## src/hdl/hmac_pkg.sv

```systemverilog
`timescale 1ns / 1ps
`default_nettype none

package hmac_pkg;

    // Field widths of the stream payloads
    localparam int SCORE_W   = 16;
    localparam int PEAK_W    = 10;
    localparam int ORIGIN_W  = 16;
    localparam int BLANK_W   = 16;
    localparam int SRC_W     = 15;
    localparam int COPY_W    = 13;

    // Register widths
    localparam int MAPW_W    = 11;
    localparam int DIM_W     = 13;
    localparam int COEF_W    = 32;

    // Q16.16 fraction bits, and the shift that gives half a crop in Q16.16
    localparam int FRAC_W    = 16;
    localparam int HALF_SH   = 15;

    // Configuration channel
    localparam int CFG_IDX_W = 4;

    localparam logic [CFG_IDX_W-1:0] REG_MAP_WIDTH   = 4'd0;
    localparam logic [CFG_IDX_W-1:0] REG_IMAGE_WIDTH = 4'd1;
    localparam logic [CFG_IDX_W-1:0] REG_CROP_HEIGHT = 4'd2;
    localparam logic [CFG_IDX_W-1:0] REG_CROP_WIDTH  = 4'd3;
    localparam logic [CFG_IDX_W-1:0] REG_ROW_SCALE   = 4'd4;
    localparam logic [CFG_IDX_W-1:0] REG_ROW_OFFSET  = 4'd5;
    localparam logic [CFG_IDX_W-1:0] REG_COL_SCALE   = 4'd6;
    localparam logic [CFG_IDX_W-1:0] REG_COL_OFFSET  = 4'd7;

    localparam int M_TDATA_W = 136;

    typedef logic signed [SCORE_W-1:0]  score_t;
    typedef logic signed [ORIGIN_W-1:0] origin_t;
    typedef logic [DIM_W-1:0]           dim_t;
    typedef logic signed [COEF_W-1:0]   coef_t;

endpackage

`default_nettype wire

```

## src/hdl/hmac_tracker.sv

```systemverilog
`timescale 1ns / 1ps
`default_nettype none

module hmac_tracker #(
    parameter int MAX_MAP_DIM = 1024,
    parameter int IDX_W       = 10
) (
    input  wire logic                       aclk,
    input  wire logic                       aresetn,
    input  wire logic                       take,
    input  wire hmac_pkg::score_t           score,
    input  wire logic                       map_end,
    input  wire logic [hmac_pkg::MAPW_W-1:0] map_width,
    output logic [IDX_W-1:0]                peak_row,
    output logic [IDX_W-1:0]                peak_col,
    output hmac_pkg::score_t                peak_score
);
    import hmac_pkg::*;

    localparam int CW = 14;

    score_t           best_score_reg;
    logic [IDX_W-1:0] best_row_reg;
    logic [IDX_W-1:0] best_col_reg;
    logic [IDX_W-1:0] scan_row_reg;
    logic [IDX_W-1:0] scan_col_reg;
    logic             first_seen_reg;

    score_t           best_score_next;
    logic [IDX_W-1:0] best_row_next;
    logic [IDX_W-1:0] best_col_next;
    logic [CW-1:0]    col_inc;
    logic             col_wrap;
    logic             row_wrap;

    // Keep the first maximum: replace only on a strictly greater score
    always_comb begin
        if (!first_seen_reg || (score > best_score_reg)) begin
            best_score_next = score;
            best_row_next   = scan_row_reg;
            best_col_next   = scan_col_reg;
        end else begin
            best_score_next = best_score_reg;
            best_row_next   = best_row_reg;
            best_col_next   = best_col_reg;
        end
    end

    // Raster position: wrap at the row length or at the largest map dimension
    assign col_inc  = CW'(scan_col_reg) + CW'(1);
    assign col_wrap = (col_inc >= CW'(map_width)) || (col_inc >= CW'(MAX_MAP_DIM));
    assign row_wrap = (CW'(scan_row_reg) + CW'(1)) >= CW'(MAX_MAP_DIM);

    always_ff @(posedge aclk) begin
        if (!aresetn) begin
            best_score_reg <= '0;
            best_row_reg   <= '0;
            best_col_reg   <= '0;
            scan_row_reg   <= '0;
            scan_col_reg   <= '0;
            first_seen_reg <= 1'b0;
        end else if (take) begin
            best_score_reg <= best_score_next;
            best_row_reg   <= best_row_next;
            best_col_reg   <= best_col_next;
            if (map_end) begin
                scan_row_reg   <= '0;
                scan_col_reg   <= '0;
                first_seen_reg <= 1'b0;
            end else begin
                first_seen_reg <= 1'b1;
                if (col_wrap) begin
                    scan_col_reg <= '0;
                    scan_row_reg <= row_wrap ? '0 : scan_row_reg + IDX_W'(1);
                end else begin
                    scan_col_reg <= col_inc[IDX_W-1:0];
                end
            end
        end
    end

    // Capture the peak of a finished channel
    always_ff @(posedge aclk) begin
        if (take && map_end) begin
            peak_row   <= best_row_next;
            peak_col   <= best_col_next;
            peak_score <= best_score_next;
        end
    end

endmodule

`default_nettype wire

```

## src/hdl/hmac_axis.sv

```systemverilog
`timescale 1ns / 1ps
`default_nettype none

module hmac_axis #(
    parameter int IDX_W = 10
) (
    input  wire logic                aclk,
    input  wire logic                mul_en,
    input  wire logic                sum_en,
    input  wire logic [IDX_W-1:0]    idx,
    input  wire hmac_pkg::coef_t     scale,
    input  wire hmac_pkg::coef_t     offset,
    input  wire hmac_pkg::dim_t      crop,
    output logic [IDX_W-1:0]         idx_out,
    output hmac_pkg::origin_t        origin
);
    import hmac_pkg::*;

    localparam int PW = COEF_W + IDX_W + 1;
    localparam int SW = PW + 2;

    logic signed [PW-1:0] scale_x;
    logic signed [PW-1:0] idx_x;
    logic signed [PW-1:0] prod_reg;
    logic [IDX_W-1:0]     idx_mul_reg;
    logic signed [SW-1:0] sum;
    logic signed [SW-1:0] fl;
    origin_t              origin_next;

    // Multiply stage: scale times heatmap index
    assign scale_x = PW'(scale);
    assign idx_x   = PW'($signed({1'b0, idx}));

    always_ff @(posedge aclk) begin
        if (mul_en) begin
            prod_reg    <= scale_x * idx_x;
            idx_mul_reg <= idx;
        end
    end

    // Add offset, remove half the crop, floor by arithmetic shift, saturate
    assign sum = SW'(prod_reg) + SW'(offset)
               - SW'($signed({1'b0, crop, {HALF_SH{1'b0}}}));
    assign fl  = sum >>> FRAC_W;

    always_comb begin
        priority if (fl > SW'(32767)) begin
            origin_next = 16'sh7FFF;
        end else if (fl < -SW'(32768)) begin
            origin_next = 16'sh8000;
        end else begin
            origin_next = fl[ORIGIN_W-1:0];
        end
    end

    always_ff @(posedge aclk) begin
        if (sum_en) begin
            origin  <= origin_next;
            idx_out <= idx_mul_reg;
        end
    end

endmodule

`default_nettype wire

```

## src/hdl/hmac_clip.sv

```systemverilog
`timescale 1ns / 1ps
`default_nettype none

module hmac_clip #(
    parameter int IDX_W = 10
) (
    input  wire logic                          aclk,
    input  wire logic                          load,
    input  wire hmac_pkg::origin_t             origin_row,
    input  wire hmac_pkg::origin_t             origin_col,
    input  wire hmac_pkg::dim_t                image_width,
    input  wire hmac_pkg::dim_t                crop_width,
    input  wire logic [IDX_W-1:0]              row_in,
    input  wire logic [IDX_W-1:0]              col_in,
    input  wire hmac_pkg::score_t              score_in,
    output logic [hmac_pkg::M_TDATA_W-1:0]     result
);
    import hmac_pkg::*;

    logic signed [ORIGIN_W:0] neg_row;
    logic signed [ORIGIN_W:0] neg_col;
    logic [BLANK_W-1:0]       top_pad;
    logic [BLANK_W-1:0]       left_pad;
    logic [SRC_W-1:0]         source_col;
    logic signed [17:0]       end_col;
    logic signed [17:0]       img_col;
    logic signed [17:0]       end_min;
    logic signed [18:0]       copy;
    logic                     skip;
    logic [COPY_W-1:0]        copy_width;

    // Blank widths and the clipped start column
    assign neg_row    = -(ORIGIN_W+1)'(origin_row);
    assign neg_col    = -(ORIGIN_W+1)'(origin_col);
    assign top_pad    = origin_row[ORIGIN_W-1] ? neg_row[BLANK_W-1:0] : '0;
    assign left_pad   = origin_col[ORIGIN_W-1] ? neg_col[BLANK_W-1:0] : '0;
    assign source_col = origin_col[ORIGIN_W-1] ? '0 : origin_col[SRC_W-1:0];

    // Clip the right edge and measure the copy
    assign end_col = 18'(origin_col) + 18'($signed({1'b0, crop_width}));
    assign img_col = 18'($signed({1'b0, image_width}));
    assign end_min = (img_col < end_col) ? img_col : end_col;
    assign copy    = 19'(end_min) - 19'($signed({1'b0, source_col}));
    assign skip    = copy[18] || (copy == '0);
    assign copy_width = skip ? '0 : copy[COPY_W-1:0];

    always_ff @(posedge aclk) begin
        if (load) begin
            result <= {7'd0, skip, copy_width, source_col, left_pad, top_pad,
                       origin_col, origin_row, score_in,
                       PEAK_W'(col_in), PEAK_W'(row_in)};
        end
    end

endmodule

`default_nettype wire

```

## src/hdl/heatmap_argmax_crop_window_unit.sv

```systemverilog
// Heatmap peak to crop window.
// s_ channel: one Q8.8 score per transfer in raster order, s_tlast on the
// last score of a channel. The first maximum is kept (strictly greater wins).
// m_ channel: one result per channel, sent after its s_tlast transfer.
// cfg channel: register writes (index, data); cfg_ready is always high.
// The user must write registers only while no channel is in flight; the
// block does not enforce this. Throughput: one score per cycle while s_tready
// is high. A channel's result reaches m_tvalid through four registered stages:
// peak capture at the edge that takes its last score, the Q16.16 multiply,
// offset/floor/saturate, and the clip that loads the output register.
// When the receiver stalls, stages fill one by one; s_tready falls only when
// the capture stage holds a result that cannot move on, so up to three
// results can wait while scores still stream in, and a fourth stops the input.
// Reset (aresetn low, synchronous) clears the scan position, the kept peak,
// all stage valid flags and loads the registers with their defaults: widths
// of one, unit scales and zero offsets.
`timescale 1ns / 1ps
`default_nettype none

module heatmap_argmax_crop_window_unit #(
    parameter int MAX_MAP_DIM = 1024
) (
    input  wire logic                                aclk,
    input  wire logic                                aresetn,
    input  wire logic                                s_tvalid,
    output logic                                     s_tready,
    input  wire logic [15:0]                         s_tdata,  // score
    input  wire logic                                s_tlast,  // map_end
    output logic                                     m_tvalid,
    input  wire logic                                m_tready,
    // peak_row, peak_col, peak_score, origin_row, origin_col, top_pad,
    // left_pad, source_col, copy_width, skip_patch
    output logic [hmac_pkg::M_TDATA_W-1:0]           m_tdata,
    input  wire logic                                cfg_valid,
    output logic                                     cfg_ready,
    input  wire logic [hmac_pkg::CFG_IDX_W-1:0]      cfg_index,
    input  wire logic [31:0]                         cfg_data
);
    import hmac_pkg::*;

    localparam int IDX_W = $clog2(MAX_MAP_DIM);

    logic [MAPW_W-1:0] map_width_reg;
    dim_t              image_width_reg;
    dim_t              crop_height_reg;
    dim_t              crop_width_reg;
    coef_t             row_scale_reg;
    coef_t             row_offset_reg;
    coef_t             col_scale_reg;
    coef_t             col_offset_reg;

    logic v1_reg, v2_reg, v3_reg, v4_reg;
    logic rdy1, rdy2, rdy3, rdy4;
    logic take;

    logic [IDX_W-1:0] p1_row, p1_col;
    score_t           p1_score;
    score_t           p2_score_reg, p3_score_reg;
    logic [IDX_W-1:0] p3_row, p3_col;
    origin_t          origin_row, origin_col;

    // Register writes
    assign cfg_ready = 1'b1;

    always_ff @(posedge aclk) begin
        if (!aresetn) begin
            map_width_reg   <= MAPW_W'(1);
            image_width_reg <= DIM_W'(1);
            crop_height_reg <= DIM_W'(1);
            crop_width_reg  <= DIM_W'(1);
            row_scale_reg   <= 32'sd65536;
            row_offset_reg  <= '0;
            col_scale_reg   <= 32'sd65536;
            col_offset_reg  <= '0;
        end else if (cfg_valid) begin
            unique case (cfg_index)
                REG_MAP_WIDTH:   map_width_reg   <= cfg_data[MAPW_W-1:0];
                REG_IMAGE_WIDTH: image_width_reg <= cfg_data[DIM_W-1:0];
                REG_CROP_HEIGHT: crop_height_reg <= cfg_data[DIM_W-1:0];
                REG_CROP_WIDTH:  crop_width_reg  <= cfg_data[DIM_W-1:0];
                REG_ROW_SCALE:   row_scale_reg   <= cfg_data;
                REG_ROW_OFFSET:  row_offset_reg  <= cfg_data;
                REG_COL_SCALE:   col_scale_reg   <= cfg_data;
                REG_COL_OFFSET:  col_offset_reg  <= cfg_data;
                default: ;
            endcase
        end
    end

    // Elastic stage control: a stage moves when it is empty or the next moves
    assign rdy4     = !v4_reg || m_tready;
    assign rdy3     = !v3_reg || rdy4;
    assign rdy2     = !v2_reg || rdy3;
    assign rdy1     = !v1_reg || rdy2;
    assign s_tready = rdy1;
    assign take     = s_tvalid && rdy1;
    assign m_tvalid = v4_reg;

    always_ff @(posedge aclk) begin
        if (!aresetn) begin
            v1_reg <= 1'b0;
            v2_reg <= 1'b0;
            v3_reg <= 1'b0;
            v4_reg <= 1'b0;
        end else begin
            if (rdy1) v1_reg <= take && s_tlast;
            if (rdy2) v2_reg <= v1_reg;
            if (rdy3) v3_reg <= v2_reg;
            if (rdy4) v4_reg <= v3_reg;
        end
    end

    // Running maximum over the channel
    hmac_tracker #(
        .MAX_MAP_DIM (MAX_MAP_DIM),
        .IDX_W       (IDX_W)
    ) u_tracker (
        .aclk       (aclk),
        .aresetn    (aresetn),
        .take       (take),
        .score      (s_tdata),
        .map_end    (s_tlast),
        .map_width  (map_width_reg),
        .peak_row   (p1_row),
        .peak_col   (p1_col),
        .peak_score (p1_score)
    );

    // Map each axis to an image origin
    hmac_axis #(
        .IDX_W (IDX_W)
    ) u_row_axis (
        .aclk    (aclk),
        .mul_en  (rdy2 && v1_reg),
        .sum_en  (rdy3 && v2_reg),
        .idx     (p1_row),
        .scale   (row_scale_reg),
        .offset  (row_offset_reg),
        .crop    (crop_height_reg),
        .idx_out (p3_row),
        .origin  (origin_row)
    );

    hmac_axis #(
        .IDX_W (IDX_W)
    ) u_col_axis (
        .aclk    (aclk),
        .mul_en  (rdy2 && v1_reg),
        .sum_en  (rdy3 && v2_reg),
        .idx     (p1_col),
        .scale   (col_scale_reg),
        .offset  (col_offset_reg),
        .crop    (crop_width_reg),
        .idx_out (p3_col),
        .origin  (origin_col)
    );

    // Carry the peak score alongside the axis stages
    always_ff @(posedge aclk) begin
        if (rdy2 && v1_reg) p2_score_reg <= p1_score;
        if (rdy3 && v2_reg) p3_score_reg <= p2_score_reg;
    end

    // Clip against the image edges into the output register
    hmac_clip #(
        .IDX_W (IDX_W)
    ) u_clip (
        .aclk        (aclk),
        .load        (rdy4 && v3_reg),
        .origin_row  (origin_row),
        .origin_col  (origin_col),
        .image_width (image_width_reg),
        .crop_width  (crop_width_reg),
        .row_in      (p3_row),
        .col_in      (p3_col),
        .score_in    (p3_score_reg),
        .result      (m_tdata)
    );

`ifndef SYNTHESIS
    a_mid_score_no_result: assert property (@(posedge aclk) disable iff (!aresetn)
        (s_tvalid && s_tready && !s_tlast) |=> !v1_reg)
        else $error("non-final score started a result");

    a_stalled_result_kept: assert property (@(posedge aclk) disable iff (!aresetn)
        (v4_reg && !m_tready) |=> (v4_reg && $stable(m_tdata)))
        else $error("stalled result lost or changed");

    a_skip_zero_copy: assert property (@(posedge aclk) disable iff (!aresetn)
        (v4_reg && m_tdata[128]) |-> (m_tdata[127:115] == '0))
        else $error("skipped patch with nonzero copy width");

    a_top_pad_sign: assert property (@(posedge aclk) disable iff (!aresetn)
        v4_reg |-> ((m_tdata[83:68] == '0) == !m_tdata[51]))
        else $error("top pad disagrees with origin row sign");
`endif

endmodule

`default_nettype wire

```

## config.mk

```make
export PLATFORM = sky130hd
export DESIGN_NAME = heatmap_argmax_crop_window_unit
export DESIGN_NICKNAME = d
export VERILOG_FILES = /design/src/hdl/hmac_pkg.sv /design/src/hdl/hmac_tracker.sv /design/src/hdl/hmac_axis.sv /design/src/hdl/hmac_clip.sv /design/src/hdl/heatmap_argmax_crop_window_unit.sv
export SDC_FILE = /design/constraint.sdc
export NUM_CORES = 2
export LEC_CHECK = 0
export BUFFER_PORTS_ARGS = -buffer_cell sky130_fd_sc_hd__buf_2
export CORE_UTILIZATION = 65
export DETAILED_ROUTE_END_ITERATION = 6
export PLACE_DENSITY_LB_ADDON = 0.1
export SLEW_MARGIN = 0
export SYNTH_ARGS = -nofsm -noshare
export SYNTH_HDL_FRONTEND = slang
export SYNTH_HIERARCHICAL = 1
export SYNTH_SLANG_ARGS = --single-unit
```

## constraint.sdc

```tcl
create_clock -name aclk -period 12.05 [get_ports aclk]
set_input_delay 1.205 -clock aclk [delete_from_list [all_inputs] [get_ports aclk]]
set_output_delay 1.205 -clock aclk [all_outputs]
set_load 0.03 [all_outputs]
```

==> impl_metrics.env <==
export IMPL_status="finished, final reports clean"
export IMPL_vias_in_the_first_global_route=40400
export IMPL_fin_crit_sh_pct=61.2
export IMPL_placedCellCount=6968
export IMPL_critical_path_startpoint="u_tracker/peak_col[7]"
export IMPL_dieHeight_um=294
export IMPL_worstSkewPairLatency_ps=650
export IMPL_ctsLongestPathBuffers=3
export IMPL_globalplace_congestion=0.935
export IMPL_fp_dieArea_um2=86200
export IMPL_power_leakage_nw=27.3
export IMPL_hold_slack_ps=419
export IMPL_critPathMaxStageDelay_ps=1190
export IMPL_synth_cell_type_count=124
export IMPL_finalSetupViolations=0
export IMPL_die_x_um=294
export IMPL_synth_edff_count=355
export IMPL_grt_antenna_before_repair=6
export IMPL_synthDominantAreaCellType="sky130_fd_sc_hd__fa_1"
export IMPL_initial_utilization_pct=65.9
export IMPL_reg2reg_to="u_col_axis/prod_reg[41]"
export IMPL_cts_max_level=3
export IMPL_worst_pin_slew_ps=1290
export IMPL_yosys_top_cells_area="sky130_fd_sc_hd__fa_1 (21%), sky130_fd_sc_hd__edfxtp_1 (19%), sky130_fd_sc_hd__ha_1 (9.1%)"
export IMPL_critical_path_slowest_cell="sky130_fd_sc_hd__edfxtp_1"
export IMPL_timing_final_max_slew_violations=0
export IMPL_synth_seq_cells=594
export IMPL_power_density_nw_per_um2=90.1
export IMPL_largest_register_ffs=129
export IMPL_io_pin_count=197
export IMPL_critical_path_buf_inv_count=3
export IMPL_final_min_clock_period_ps=7370
export IMPL_postCtsResizedCells=0
export IMPL_pin_count_of_the_biggest_net_entering_global_routing=93
export IMPL_fin_skew_ps=39.1
export IMPL_relative_slew_slack_pct=14.0
export IMPL_via_count=41000
export IMPL_post_synth_cell_area_avg_um2=9.37
export IMPL_ant_nets=0
export IMPL_worst_setup_hold_path_clk_slew_ps=60
export IMPL_vdd_drop_max_mv=0.107
export IMPL_dominantRegCellSynth="sky130_fd_sc_hd__edfxtp_1"
export IMPL_root_buffer="sky130_fd_sc_hd__clkbuf_16"
export IMPL_number_of_warning_messages_in_the_yosys_log=6
export IMPL_max_cap_violations=0
export IMPL_gr_usage_all_layers_pct=32.4
export IMPL_final_cells=7099
export IMPL_drc_errors=0
export IMPL_post_drt_wl_per_cell_um=19.5
export IMPL_cts_sinks=594
export IMPL_placement_rows=106
export IMPL_routed_wl_um=138000
export IMPL_post_route_cells_drive_above_1_share_pct=7.39
export IMPL_critPathTopFamily="adder cells"
export IMPL_max_freq_mhz=136
export IMPL_fin_tns_setup_ps=0
export IMPL_arrival_time_reported_for_the_critical_path_endpoint_ps=7730
export IMPL_globalRoute_totalOverflow=0
export IMPL_setup_reg_to_reg_worst_slack_ps=4680
export IMPL_post_cts_setup_buffer_count=0
export IMPL_min_path_type="reg -> reg"
export IMPL_postCtsHoldBufs=0
export IMPL_reg2regPathDepth=19
export IMPL_fillCellCount=6628
export IMPL_placement_io_buffers=188
export IMPL_cp_cell_sequence="nand2_1 > fa_1 > inv_1 > fa_1 > fa_1 > fa_1 > inv_1 > fa_1 > inv_1 > ha_1 > and2_1 > a22o_1 > o31ai_1 > a211oi_1 > o311ai_1 > a311oi_1 > o31ai_1 > o21ai_1 > xor2_1"
export IMPL_cts_tree="yes"
export IMPL_placeableCoreArea_um2=84000
export IMPL_netlist_instances=5899
export IMPL_worstSetupStartpointType="flip-flop"
export IMPL_area_growth_syn_to_layout_pct=6.84
export IMPL_cp_data_required_time_ps=12410
export IMPL_crit_type="reg -> reg"
export IMPL_drtPass1Iterations=6
export IMPL_worstSetupEndpointType="flip-flop"
export IMPL_ys_seq_area_share_pct=27.9
export IMPL_global_route_wire_length_before_repair_um=219000
export IMPL_nets=6938
export IMPL_rsz0062_at_grt="no"
export IMPL_r2r_start="u_tracker/peak_col[7]"
export IMPL_timing_critical_path_depth=19
export IMPL_crit_end="u_col_axis/prod_reg[41]"
export IMPL_path_common_cell="sky130_fd_sc_hd__fa_1"
export IMPL_synth_area_um2=55300
export IMPL_asyncSetResetFlopFracSynth_pct=0
export IMPL_cts_buffers_inserted=70
export IMPL_detail_routed_via_count_per_cell=5.78
export IMPL_drt_initial_drc_count=3439
export IMPL_path_max_fanout=33
export IMPL_dp_final_hpwl_um=102000
export IMPL_finalHoldViolations=0
export IMPL_synth_top_area_share_pct=20.8
-- final cells by class --
class | count | area [µm²] | area share, %
timing repair buffer | 225 | 1230 | 2.08
multi-input combinational | 3963 | 34600 | 58.6
clock inverter | 40 | 495 | 0.839
tap | 1134 | 1420 | 2.40
antenna | 1 | 2.50 | 0.00424
inverter | 1052 | 3950 | 6.68
clock buffer | 90 | 1930 | 3.27
sequential | 594 | 15400 | 26.1
-- metal layers --
layer / up-vias / global-route usage (%) / wire length [µm]
met5: - / 0 / 0
met3: 245 / 5.14 / 10400
met1: 20000 / 46.1 / 60800
met4: 0 / 10.0 / 4210
met2: 1585 / 51.0 / 62700
li1: 19200 / - / -
-- synthesized netlist by cell type (16+ instances only) --
| cell type | instances |
|---|---|
| sky130_fd_sc_hd__nand2_1 | 892 |
| sky130_fd_sc_hd__a311o_1 | 16 |
| sky130_fd_sc_hd__a21boi_0 | 17 |
| sky130_fd_sc_hd__xor2_1 | 61 |
| sky130_fd_sc_hd__nor2_1 | 168 |
| sky130_fd_sc_hd__fa_1 | 574 |
| sky130_fd_sc_hd__o21a_1 | 28 |
| sky130_fd_sc_hd__o21bai_1 | 28 |
| sky130_fd_sc_hd__o211ai_1 | 47 |
| sky130_fd_sc_hd__and3_1 | 33 |
| sky130_fd_sc_hd__and2_1 | 303 |
| sky130_fd_sc_hd__a221oi_1 | 22 |
| sky130_fd_sc_hd__a211oi_1 | 23 |
| sky130_fd_sc_hd__nand3_1 | 60 |
| sky130_fd_sc_hd__mux2i_1 | 224 |
| sky130_fd_sc_hd__nor3_1 | 38 |
| sky130_fd_sc_hd__inv_1 | 1052 |
| sky130_fd_sc_hd__clkbuf_1 | 223 |
| sky130_fd_sc_hd__nor4_1 | 38 |
| sky130_fd_sc_hd__dfxtp_1 | 239 |
| sky130_fd_sc_hd__o21ai_0 | 139 |
| sky130_fd_sc_hd__o31ai_1 | 18 |
| sky130_fd_sc_hd__buf_2 | 28 |
| sky130_fd_sc_hd__buf_4 | 18 |
| sky130_fd_sc_hd__nand4_1 | 49 |
| sky130_fd_sc_hd__ha_1 | 400 |
| sky130_fd_sc_hd__xnor2_1 | 109 |
| sky130_fd_sc_hd__nand2b_1 | 51 |
| sky130_fd_sc_hd__a31oi_1 | 20 |
| sky130_fd_sc_hd__edfxtp_1 | 355 |
| sky130_fd_sc_hd__o21ai_1 | 27 |
| sky130_fd_sc_hd__a21oi_1 | 189 |
| sky130_fd_sc_hd__a21o_1 | 86 |
| sky130_fd_sc_hd__nor2b_1 | 34 |
-- how the worst min path moves through the flow --
stage | start | cells past startpoint | to
2_1_floorplan | u_tracker/peak_score[0] | 0 | p2_score_reg[0]
3_3_place_gp | p3_score_reg[0] | 0 | u_clip/result[20]
3_5_place_dp | u_tracker/peak_score[2] | 0 | p2_score_reg[2]
4_1_cts | u_tracker/peak_score[2] | 0 | p2_score_reg[2]
5_1_grt | p2_score_reg[5] | 0 | p3_score_reg[5]
6_report | u_tracker/peak_score[2] | 0 | p2_score_reg[2]
-- cells by family (layout without fill, tap and decap cells) --
family	Yosys count	in the layout	synth area share, %
AO/OA/AOI/OAI	813	813	10.3
adder cells (fa/ha/maj)	974	974	29.8
other	2	9	0.0136
buffers and inverters	1348	1407	9.67
XOR/XNOR	170	170	2.69
flip-flops	594	594	27.9
AND/OR/NAND/NOR	1772	1772	15.5
multiplexers	226	226	4.10
-- metrics by stage --
stage / area [µm²] / worst slack, ps / total power [mW] / util [%]
floorplan: 55300 / 1010 / 2.91 / -
global placement: 56600 / 4910 / 3.11 / 67.5
detailed placement: 56600 / 4780 / 3.13 / 67.5
CTS: 59100 / 4750 / 5.35 / 70.4
global route: 59100 / 4300 / 5.52 / 70.4
finish: 59100 / 4680 / 5.32 / 70.4
-- power by group --
| part | switching (mW) | internal, mW | total [mW] |
|---|---|---|---|
| Combinational | 0.554 | 0.304 | 0.859 |
| Sequential | 0.0423 | 2.20 | 2.25 |
| Clock | 0.944 | 1.27 | 2.22 |
-- placed cells by master (no fill, tap or decap), drive strengths merged, types with 34 or more instances in the layout --
master and instances:
clkbuf 90, a21o 86, mux2i 225, a21oi 193
nand2 892, o211ai 59, nor4 40, dfxtp 239
nand3 61, xor2 61, nand4 50, edfxtp 355
buf 225, nand2b 52, nor2 171, fa 574
ha 400, nor2b 34, and2 305, and3 36
inv 1064, nor3 42, xnor2 109, o21ai 168
(Power assumes the default switching activity.)
